==> src/bsc_pkg.sv <==
`timescale 1ns / 1ps
// ----------------------------------------------------------------------------
// bsc_pkg: shared types and constants for the barometric compensation block
// Payload structs, register indexes and compensation constants.
// ----------------------------------------------------------------------------
package bsc_pkg;

  typedef struct packed {
    logic        func;
    logic [23:0] raw_sample;
  } in_item_t;

  typedef struct packed {
    logic               kind;
    logic signed [31:0] value;
    logic               div_by_zero;
  } out_item_t;

  localparam int unsigned AddrW = 6;

  localparam logic [2:0] RegAcFirst  = 3'd0;
  localparam logic [2:0] RegAcSecond = 3'd1;
  localparam logic [2:0] RegBPair    = 3'd2;
  localparam logic [2:0] RegMPair    = 3'd3;
  localparam logic [2:0] RegOss      = 3'd4;

  localparam logic [31:0] B6Offset = 32'd4000;
  localparam logic [31:0] B7Scale  = 32'd50000;
  localparam logic [31:0] B4Bias   = 32'd32768;
  localparam logic [31:0] FitSq    = 32'd3038;
  localparam logic [31:0] FitLin   = 32'hFFFF_E343; // -7357
  localparam logic [31:0] FitOfs   = 32'd3791;

  // Divider request/response
  typedef struct packed {
    logic        start;
    logic [31:0] dividend;
    logic [31:0] divisor;
  } div_req_t;

  typedef struct packed {
    logic        done;
    logic [31:0] quot;
  } div_rsp_t;

  function automatic logic [31:0] sx16(input logic [15:0] v);
    return {{16{v[15]}}, v};
  endfunction

endpackage

==> src/bsc_div.sv <==
`timescale 1ns / 1ps
// ----------------------------------------------------------------------------
// bsc_div: unsigned 32-bit restoring divider
// One quotient bit a cycle while busy, done flagged the cycle after the last bit.
// ----------------------------------------------------------------------------
module bsc_div
  import bsc_pkg::*;
(
  input  logic     clk_i,
  input  logic     rst_ni,
  input  div_req_t req_i,
  output div_rsp_t rsp_o
);

  logic [31:0] rem_q, rem_d, quo_q, quo_d, dvs_q, dvs_d;
  logic [5:0]  cnt_q, cnt_d;
  logic        busy_q, busy_d, done_q, done_d;
  logic [32:0] trial;

  always_comb begin
    rem_d  = rem_q;
    quo_d  = quo_q;
    dvs_d  = dvs_q;
    cnt_d  = cnt_q;
    busy_d = busy_q;
    done_d = 1'b0;
    trial  = {rem_q, quo_q[31]} - {1'b0, dvs_q};
    if (req_i.start) begin
      rem_d  = '0;
      quo_d  = req_i.dividend;
      dvs_d  = req_i.divisor;
      cnt_d  = '0;
      busy_d = 1'b1;
    end else if (busy_q) begin
      // shift in one dividend bit, subtract when it fits
      if (!trial[32]) begin
        rem_d = trial[31:0];
        quo_d = {quo_q[30:0], 1'b1};
      end else begin
        rem_d = {rem_q[30:0], quo_q[31]};
        quo_d = {quo_q[30:0], 1'b0};
      end
      cnt_d = cnt_q + 6'd1;
      if (cnt_q == 6'd31) begin
        busy_d = 1'b0;
        done_d = 1'b1;
      end
    end
  end

  always_ff @(posedge clk_i or negedge rst_ni) begin
    if (!rst_ni) begin
      busy_q <= 1'b0;
      done_q <= 1'b0;
      cnt_q  <= '0;
    end else begin
      busy_q <= busy_d;
      done_q <= done_d;
      cnt_q  <= cnt_d;
    end
  end

  always_ff @(posedge clk_i) begin
    rem_q <= rem_d;
    quo_q <= quo_d;
    dvs_q <= dvs_d;
  end

  assign rsp_o.done = done_q;
  assign rsp_o.quot = quo_q;

endmodule

==> src/bsc_regs.sv <==
`timescale 1ns / 1ps
// ----------------------------------------------------------------------------
// bsc_regs: APB configuration registers
// Calibration coefficients and oversampling setting, 64-bit data port.
// ----------------------------------------------------------------------------
module bsc_regs
  import bsc_pkg::*;
(
  input  logic             clk_i,
  input  logic             rst_ni,
  input  logic             psel,
  input  logic             penable,
  input  logic             pwrite,
  input  logic [AddrW-1:0] paddr,
  input  logic [63:0]      pwdata,
  output logic [63:0]      prdata,
  output logic [47:0]      ac_first_o,
  output logic [47:0]      ac_second_o,
  output logic [31:0]      b_pair_o,
  output logic [31:0]      m_pair_o,
  output logic [1:0]       oss_o
);

  logic [47:0] ac1_q, ac2_q;
  logic [31:0] bp_q, mp_q;
  logic [1:0]  oss_q;
  logic [2:0]  idx;
  logic        wr;

  assign idx = paddr[5:3];
  assign wr  = psel && penable && pwrite && (paddr[2:0] == 3'd0);

  always_ff @(posedge clk_i or negedge rst_ni) begin
    if (!rst_ni) begin
      ac1_q <= '0;
      ac2_q <= '0;
      bp_q  <= '0;
      mp_q  <= '0;
      oss_q <= '0;
    end else if (wr) begin
      unique case (idx)
        RegAcFirst:  ac1_q <= pwdata[47:0];
        RegAcSecond: ac2_q <= pwdata[47:0];
        RegBPair:    bp_q  <= pwdata[31:0];
        RegMPair:    mp_q  <= pwdata[31:0];
        RegOss:      oss_q <= pwdata[1:0];
        default:     ;
      endcase
    end
  end

  always_comb begin
    unique case (idx)
      RegAcFirst:  prdata = {16'd0, ac1_q};
      RegAcSecond: prdata = {16'd0, ac2_q};
      RegBPair:    prdata = {32'd0, bp_q};
      RegMPair:    prdata = {32'd0, mp_q};
      RegOss:      prdata = {62'd0, oss_q};
      default:     prdata = '0;
    endcase
  end

  assign ac_first_o  = ac1_q;
  assign ac_second_o = ac2_q;
  assign b_pair_o    = bp_q;
  assign m_pair_o    = mp_q;
  assign oss_o       = oss_q;

endmodule

==> src/baro_sensor_compensation.sv <==
`timescale 1ns / 1ps
// ----------------------------------------------------------------------------
// baro_sensor_compensation: integer temperature/pressure compensation
// Sequencer around one shared multiplier and one serial divider.
// ----------------------------------------------------------------------------
// Each input transaction carries a raw temperature or pressure reading. A
// temperature transaction computes B5 from the calibration coefficients, keeps
// it, and returns the temperature in 0.1 degree steps saturated to 16 bits.
// A pressure transaction returns pascals using the kept B5 (zero after reset).
// A zero divisor returns 0 with div_by_zero set. All arithmetic wraps at 32
// bits. One shared 32x32 multiplier (one product per cycle) and one bit-serial
// 32-bit divider carry the work under a sequencer. out_valid_o is high while
// the result is held in StOut; a zero divisor skips the divider. The block
// takes one transaction at a time; in_ready_o is low from acceptance until
// the result has been taken.
// Configuration is written over APB at byte address 8*index, 64-bit data;
// write only while idle.
// ----------------------------------------------------------------------------
module baro_sensor_compensation
  import bsc_pkg::*;
(
  input  logic             clk_i,
  input  logic             rst_ni,
  input  logic             in_valid_i,
  output logic             in_ready_o,
  input  in_item_t         in_data_i,
  output logic             out_valid_o,
  input  logic             out_ready_i,
  output out_item_t        out_data_o,
  input  logic             psel,
  input  logic             penable,
  input  logic             pwrite,
  input  logic [AddrW-1:0] paddr,
  input  logic [63:0]      pwdata,
  output logic [63:0]      prdata,
  output logic             pready
);

  typedef enum logic [22:0] {
    StIdle  = 23'h000001,
    StT1    = 23'h000002, // (ut-ac6)*ac5
    StT2    = 23'h000004, // x1
    StTDiv  = 23'h000008, // wait for quotient, b5, temp out
    StT3    = 23'h000010, // den, divide start
    StP1    = 23'h000020, // b6*b6
    StP2    = 23'h000040, // b2*sq
    StP3    = 23'h000080, // ac2*b6
    StP4    = 23'h000100, // ac3*b6
    StP5    = 23'h000200, // b1*sq
    StP6    = 23'h000400, // ac4*(x3+bias)
    StP7    = 23'h000800, // (up-b3)*scale
    StPDiv  = 23'h001000,
    StP8    = 23'h002000, // b4 check, divide start
    StP9    = 23'h004000, // (p>>8)^2
    StP10   = 23'h008000, // x1*3038
    StP11   = 23'h010000, // -7357*p, final sum
    StOut   = 23'h020000
  } state_e;

  state_e      state_q, state_d;
  logic [47:0] ac_first, ac_second;
  logic [31:0] b_pair, m_pair;
  logic [1:0]  oss;

  in_item_t    item_q;
  logic [31:0] b5_q, b5_d;
  logic [31:0] a_q, a_d, b_q, b_d, c_q, c_d, d_q, d_d, e_q, e_d;
  logic        neg_q, neg_d, big_q, big_d;
  out_item_t   out_q, out_d;

  // Shared multiplier operands and registered product
  logic [31:0] mul_a, mul_b, prod_q;
  div_req_t    dreq;
  div_rsp_t    drsp;

  bsc_regs u_regs (
    .clk_i, .rst_ni, .psel, .penable, .pwrite, .paddr, .pwdata, .prdata,
    .ac_first_o(ac_first), .ac_second_o(ac_second),
    .b_pair_o(b_pair), .m_pair_o(m_pair), .oss_o(oss)
  );

  bsc_div u_div (.clk_i, .rst_ni, .req_i(dreq), .rsp_o(drsp));

  assign pready = 1'b1;

  // Coefficient fields
  logic [31:0] ac1, ac2, ac3, ac4, ac5, ac6, b1, b2, mc, md, up, ut;
  assign ac1 = sx16(ac_first[47:32]);
  assign ac2 = sx16(ac_first[31:16]);
  assign ac3 = sx16(ac_first[15:0]);
  assign ac4 = {16'd0, ac_second[47:32]};
  assign ac5 = {16'd0, ac_second[31:16]};
  assign ac6 = {16'd0, ac_second[15:0]};
  assign b1  = sx16(b_pair[31:16]);
  assign b2  = sx16(b_pair[15:0]);
  assign mc  = sx16(m_pair[31:16]);
  assign md  = sx16(m_pair[15:0]);
  assign ut  = {16'd0, item_q.raw_sample[15:0]};
  assign up  = {8'd0, item_q.raw_sample} >> (4'd8 - {2'd0, oss});

  // Arithmetic right shift of a 32-bit value
  function automatic logic [31:0] asr(input logic [31:0] x, input logic [4:0] n);
    return 32'($signed(x) >>> n);
  endfunction

  always_ff @(posedge clk_i) begin
    prod_q <= mul_a * mul_b;
  end

  logic [31:0] den, b3, sres, pfin, b7, x3t, abs_q;
  logic [31:0] tsat;

  always_comb begin
    state_d = state_q;
    b5_d = b5_q;
    a_d = a_q; b_d = b_q; c_d = c_q; d_d = d_q; e_d = e_q;
    neg_d = neg_q; big_d = big_q;
    out_d = out_q;
    mul_a = '0;
    mul_b = '0;
    dreq  = '0;
    den   = a_q + md;
    b3    = '0; sres = '0; pfin = '0; b7 = '0; x3t = '0; tsat = '0;
    abs_q = neg_q ? (32'd0 - drsp.quot) : drsp.quot;
    unique case (state_q)
      StIdle: begin
        if (in_valid_i) state_d = in_data_i.func ? StP1 : StT1;
      end
      StT1: begin
        mul_a = ut - ac6; mul_b = ac5;
        state_d = StT2;
      end
      StT2: begin
        a_d = asr(prod_q, 5'd15); // x1
        state_d = StT3;
      end
      StT3: begin
        // start divide of mc<<11 by den, or flag div_by_zero when den is zero
        if (den == 32'd0) begin
          b5_d = a_q;
          out_d = '{kind: 1'b0, value: 32'sd0, div_by_zero: 1'b1};
          state_d = StOut;
        end else begin
          b_d = mc << 11;
          neg_d = (b_d[31] != den[31]);
          dreq.start = 1'b1;
          dreq.dividend = b_d[31] ? (32'd0 - b_d) : b_d;
          dreq.divisor  = den[31] ? (32'd0 - den) : den;
          state_d = StTDiv;
        end
      end
      StTDiv: begin
        if (drsp.done) begin
          b5_d = a_q + abs_q;
          sres = asr(a_q + abs_q + 32'd8, 5'd4);
          if ($signed(sres) > 32'sd32767) tsat = 32'd32767;
          else if ($signed(sres) < -32'sd32768) tsat = 32'hFFFF_8000;
          else tsat = sres;
          out_d = '{kind: 1'b0, value: tsat, div_by_zero: 1'b0};
          state_d = StOut;
        end
      end
      StP1: begin
        a_d = b5_q - B6Offset; // b6
        mul_a = b5_q - B6Offset; mul_b = b5_q - B6Offset;
        state_d = StP2;
      end
      StP2: begin
        b_d = asr(prod_q, 5'd12); // sq
        mul_a = b2; mul_b = asr(prod_q, 5'd12);
        state_d = StP3;
      end
      StP3: begin
        c_d = asr(prod_q, 5'd11); // x1
        mul_a = ac2; mul_b = a_q;
        state_d = StP4;
      end
      StP4: begin
        // b3 = ((ac1*4 + x3) << oss + 2) / 4, truncating toward zero
        b3 = (((ac1 << 2) + c_q + asr(prod_q, 5'd11)) << oss) + 32'd2;
        c_d = asr(b3, 5'd2) + {31'd0, b3[31] && (b3[1:0] != 2'd0)};
        mul_a = ac3; mul_b = a_q;
        state_d = StP5;
      end
      StP5: begin
        d_d = asr(prod_q, 5'd13);
        mul_a = b1; mul_b = b_q;
        state_d = StP6;
      end
      StP6: begin
        x3t = asr(d_q + asr(prod_q, 5'd16) + 32'd2, 5'd2);
        mul_a = ac4; mul_b = x3t + B4Bias;
        state_d = StP7;
      end
      StP7: begin
        e_d = prod_q >> 15; // b4
        mul_a = up - c_q; mul_b = B7Scale >> oss;
        state_d = StP8;
      end
      StP8: begin
        if (e_q == 32'd0) begin
          out_d = '{kind: 1'b1, value: 32'sd0, div_by_zero: 1'b1};
          state_d = StOut;
        end else begin
          b7 = prod_q;
          big_d = b7[31];
          dreq.start = 1'b1;
          dreq.dividend = b7[31] ? b7 : (b7 << 1);
          dreq.divisor = e_q;
          state_d = StPDiv;
        end
      end
      StPDiv: begin
        if (drsp.done) begin
          a_d = big_q ? (drsp.quot << 1) : drsp.quot; // p
          state_d = StP9;
        end
      end
      StP9: begin
        mul_a = asr(a_q, 5'd8); mul_b = asr(a_q, 5'd8);
        state_d = StP10;
      end
      StP10: begin
        mul_a = prod_q; mul_b = FitSq;
        state_d = StP11;
      end
      StP11: begin
        b_d = asr(prod_q, 5'd16);
        mul_a = FitLin; mul_b = a_q;
        state_d = StP11;
        // wait for the -7357*p product; reuse neg_q as phase
        if (neg_q) begin
          pfin = a_q + asr(b_q + asr(prod_q, 5'd16) + FitOfs, 5'd4);
          out_d = '{kind: 1'b1, value: pfin, div_by_zero: 1'b0};
          neg_d = 1'b0;
          state_d = StOut;
        end else begin
          neg_d = 1'b1;
        end
      end
      StOut: begin
        if (out_ready_i) state_d = StIdle;
      end
      default: state_d = StIdle;
    endcase
    if (state_q == StP9) neg_d = 1'b0;
  end

  always_ff @(posedge clk_i or negedge rst_ni) begin
    if (!rst_ni) begin
      state_q <= StIdle;
      b5_q    <= '0;
    end else begin
      state_q <= state_d;
      b5_q    <= b5_d;
    end
  end

  always_ff @(posedge clk_i) begin
    if (state_q == StIdle && in_valid_i) item_q <= in_data_i;
    a_q <= a_d; b_q <= b_d; c_q <= c_d; d_q <= d_d; e_q <= e_d;
    neg_q <= neg_d; big_q <= big_d;
    out_q <= out_d;
  end

  assign in_ready_o  = (state_q == StIdle);
  assign out_valid_o = (state_q == StOut);
  assign out_data_o  = out_q;

endmodule
==> config.mk <==
export PLATFORM = sky130hd
export DESIGN_NAME = baro_sensor_compensation
export DESIGN_NICKNAME = d
export VERILOG_FILES = /design/src/bsc_pkg.sv /design/src/bsc_div.sv /design/src/bsc_regs.sv /design/src/baro_sensor_compensation.sv
export SDC_FILE = /design/constraint.sdc
export NUM_CORES = 2
export LEC_CHECK = 0
export ABC_AREA = 1
export BUFFER_PORTS_ARGS = -buffer_cell sky130_fd_sc_hd__buf_2
export CAP_MARGIN = 20
export CORE_ASPECT_RATIO = 2
export CORE_MARGIN = 2
export CORE_UTILIZATION = 33
export CTS_CLUSTER_DIAMETER = 100
export DETAILED_ROUTE_END_ITERATION = 10
export PLACE_DENSITY = 0.49
export SLEW_MARGIN = 10
export SYNTH_ARGS = -nofsm -noshare
export SYNTH_HDL_FRONTEND = slang
export SYNTH_SLANG_ARGS = --single-unit
==> constraint.sdc <==
create_clock -name clk_i -period 10.55 [get_ports clk_i]
set_input_delay 2.11 -clock clk_i [delete_from_list [all_inputs] [get_ports clk_i]]
set_output_delay 2.11 -clock clk_i [all_outputs]
set_load 0.02 [all_outputs]
==> flow_summary.yaml <==
worst_setup_path:
  critical-path-max-stage-delay_ns: 0.56
  end_kind: "flip-flop"
  r2r_end: "prod_q[30]"
  cp_num_buf_inv: 8
  path_common_cell: "fa_1"
  startpoint_type: "flip-flop"
  worstRegToRegCells: 33
  reg2reg_slack_ns: 0.37
  rr_startpoint: "state_q[8]"
  cp_top_family: "adder cells"
  crit_fanout: 13
  slowest_stage: "clkinv_1"
  critPathLaunch: "state_q[8]"
  required_ns: 11.13
  crit_arrival_ns: 10.76
  worst-path-stages: 33
  path_class: "flip-flop to flip-flop"
yosys:
  yosys.area.top_type: "fa_1"
  synth_cell_types: 86
  synth_edf_count: 249
  syn_area_sq_um: 63750
  syn_avg_cell_area_sq_um: 7.046
  synth_ff_type: "edfxtp_1"
  synth.area.top_cells: "fa_1 14%, nand2_1 13%, edfxtp_1 12%"
  ys_seq_elements: 534
  yosys_warnings: 0
  yosysSeqAreaShare: 0.2241
  synth_cells: 9048
  yosys.area.top_type_share: 0.1397
  async_reset_ff_frac: 0.4120
floorplanning:
  core_sq_um: 192300
  die-height_um: 625.6
  initial_core_util: 0.3316
  die_x_um: 314.8
  ios: 203
  fp-row-count: 228
  die_area_sq_um: 196900
run:
  drv_cap: 0
power:
  ir_drop_uv: 252.5
  leakagePower_nw: 35.34
  switching_power_w: 0.007693
  seq_power_share: 0.193
  p_int_w: 0.006630
  netSwitchingFraction: 0.5371
  power_frac_comb: 0.629
  p_per_area_nw_per_um2: 201.1
  p_clk_frac: 0.178
grt:
  busiest_layer: "met2"
  grt_remaining_overflow: 0
  grt_pass1_vias: 59920
  met2_usage: 0.4491
  grt_max_degree: 149
  antenna_found_initial: 10
  grt_use_met3: 0.04641
  grt_pass1_wl_mm: 418.4
  met1_usage: 0.3719
  grt_usage: 0.2926
drt:
  drtIter0Drc: 6105
  drt_pass1_iterations: 7
  wirelength_mm: 291.3
  ant_nets: 0
  viasPerCell: 5.269
  dr_total_vias: 62670
  drc: 0
  wl_per_cell_um: 24.49
place:
  placedCellCount: 11760
  routabilityCongestion: 1.052
  place_ws_ns: 0.1937
  hpwl_mm: 237.9
  io_buffers: 169
cts:
  cts_hold_buf: 0
  htreeDepth: 3
  path_clk_slew_ns: 0.06
  cts_tree: "yes"
  cts.path.max_buffers: 3
  clock_sinks: 534
  clkLatencyLatePin_ns: 0.71
  cts-buffers-inserted: 67
  cts_root_buf: "clkbuf_16"
  post_cts_buffers: 0
sta:
  worst_pin_slew_ns: 1.290
  layout_setup_ws_ns: 0.3670
  max_slew_margin: 0.1370
  tns_ns: 0
  fmax_ghz: 0.09820
  slew_viol_final: 0
  finalSetupViolations: 0
  hold_viol: 0
  rsz0062_at_grt: "false"
  period_needed_ns: 10.18
  timing.final.crit_share: 0.9652
  fin_skew_ns: 0.04676
finish:
  instances_no_fill: 11890
  drive_above_1_share: 0.08659
  layout_common_cells: "2252 x nand2_1, 1562 x inv_1, 826 x nor2_1, 578 x nand3_1, 552 x o21ai_0"
  final_nets: 10270
  syn_to_final_growth_pct: 11.73
  final_common_cell: "nand2_1"
min_path:
  holdPathStages: 2
  hold_class: "flip-flop to flip-flop"
  min-delay-start: "u_div.rem_q[21]"
  hold-path-endpoint: "u_div.rem_q[21]"
outcome:
  status: "completed"
[routing by layer]
layer	vias up	routed length (um)
met3	628	20790
met4	6	25150
met1	29850	118700
met2	2618	126700
met5	-	33
li1	29560	-
[sequential cells by signal, indices dropped and copies added, names as in the netlist, 18 cells and up]
name,count
u_regs.ac_first_o,48
u_regs.ac_second_o,48
out_data_o,34
a_q,32
b5_q,32
prod_q,32
u_div.dvs_q,32
u_div.quo_q,32
u_div.rem_q,32
u_regs.b_pair_o,32
u_regs.m_pair_o,32
c_q,31
b_q,27
item_q,24
d_q,19
state_q,18
[stage by stage]
stage | power [W] | area (sq um) | hold WS, ns | util
after global placement | 0.01162 | 68780 | 0.4664 | 0.3577
after floorplan | 0.008755 | 63820 | 0.4530 | -
after global routing | 0.01530 | 71200 | 0.5050 | 0.3703
after CTS | 0.01421 | 71120 | 0.4858 | 0.3699
final | 0.01432 | 71220 | 0.4843 | 0.3704
after detailed placement | 0.01161 | 68780 | 0.4727 | 0.3577
[how the worst max path moves through the flow]
| stage | to |
|---|---|
| 2_1_floorplan | prod_q[31] |
| 3_3_place_gp | prod_q[31] |
| 3_5_place_dp | prod_q[31] |
| 4_1_cts | prod_q[31] |
| 5_1_grt | prod_q[27] |
| 6_report | prod_q[30] |
[synth_stat cells, drive strengths merged, types with 3 or more instances]
library cell  count
a211oi           11
a21boi           15
a21o             27
a21oi           418
a221o             6
a221oi            7
a22o              5
a22oi            13
a31o              3
a31oi            22
and2              8
and3              6
buf             102
clkbuf          175
clkinv           17
dfrtp           219
dfxtp            65
edfxtp          249
fa              445
ha              423
inv            1592
mux2i             4
nand2          2293
nand3           608
nand3b           44
nand4           146
nor2            875
nor3             91
nor3b             3
nor4             28
o2111ai          25
o211ai           49
o21a              8
o21ai           606
o21bai           29
o221ai           27
o22ai            91
o31ai             9
or2              38
xnor2            65
xor2            166
[power groups by stage]
stage	Sequential [W]	Combinational [W]	Clock, W
finish	0.00277	0.00901	0.00255
global route	0.00279	0.00985	0.00266
CTS	0.00276	0.00886	0.00259
detailed placement	0.00279	0.00882	0
global placement	0.00279	0.00883	0
floorplan	0.00269	0.00606	0
[cell families (layout without fill, tap and decap cells)]
logic type	count (synthesis)	after routing	synth area share
DFF	534	534	0.2241
and+or+nand+nor	4143	4143	0.2793
AOI/OAI and AO/OA	1380	1380	0.1247
adders and majority gates	868	868	0.2228
buffers and inverters	1886	2173	0.1150
muxes	4	4	0.0006281
other	2	31	0.0001178
xor gates and xnor gates	231	231	0.03344
[what timing repair did]
item	CTS	global route
hold endpoints to repair	0	0
setup endpoints to repair	0	5
resized for setup	0	16
[layout make-up]
type / instances / area [sq um]
diodes: 10 / 25.02
clock inverters: 33 / 498.0
well taps: 2530 / 3166
repair buffers: 441 / 2997
fillers: 20980 / 121100
inverters: 1609 / 6042
multi-input cells: 6647 / 42360
flip-flops and latches: 534 / 14290
clock buffers: 90 / 1844
[tightest hold or removal path: stages, from the launching register on]
cell and delay, ns:
dfxtp_1 0.32, nand2_1 0.06, a21oi_1 0.05
Power figures use the tool's default switching activity.
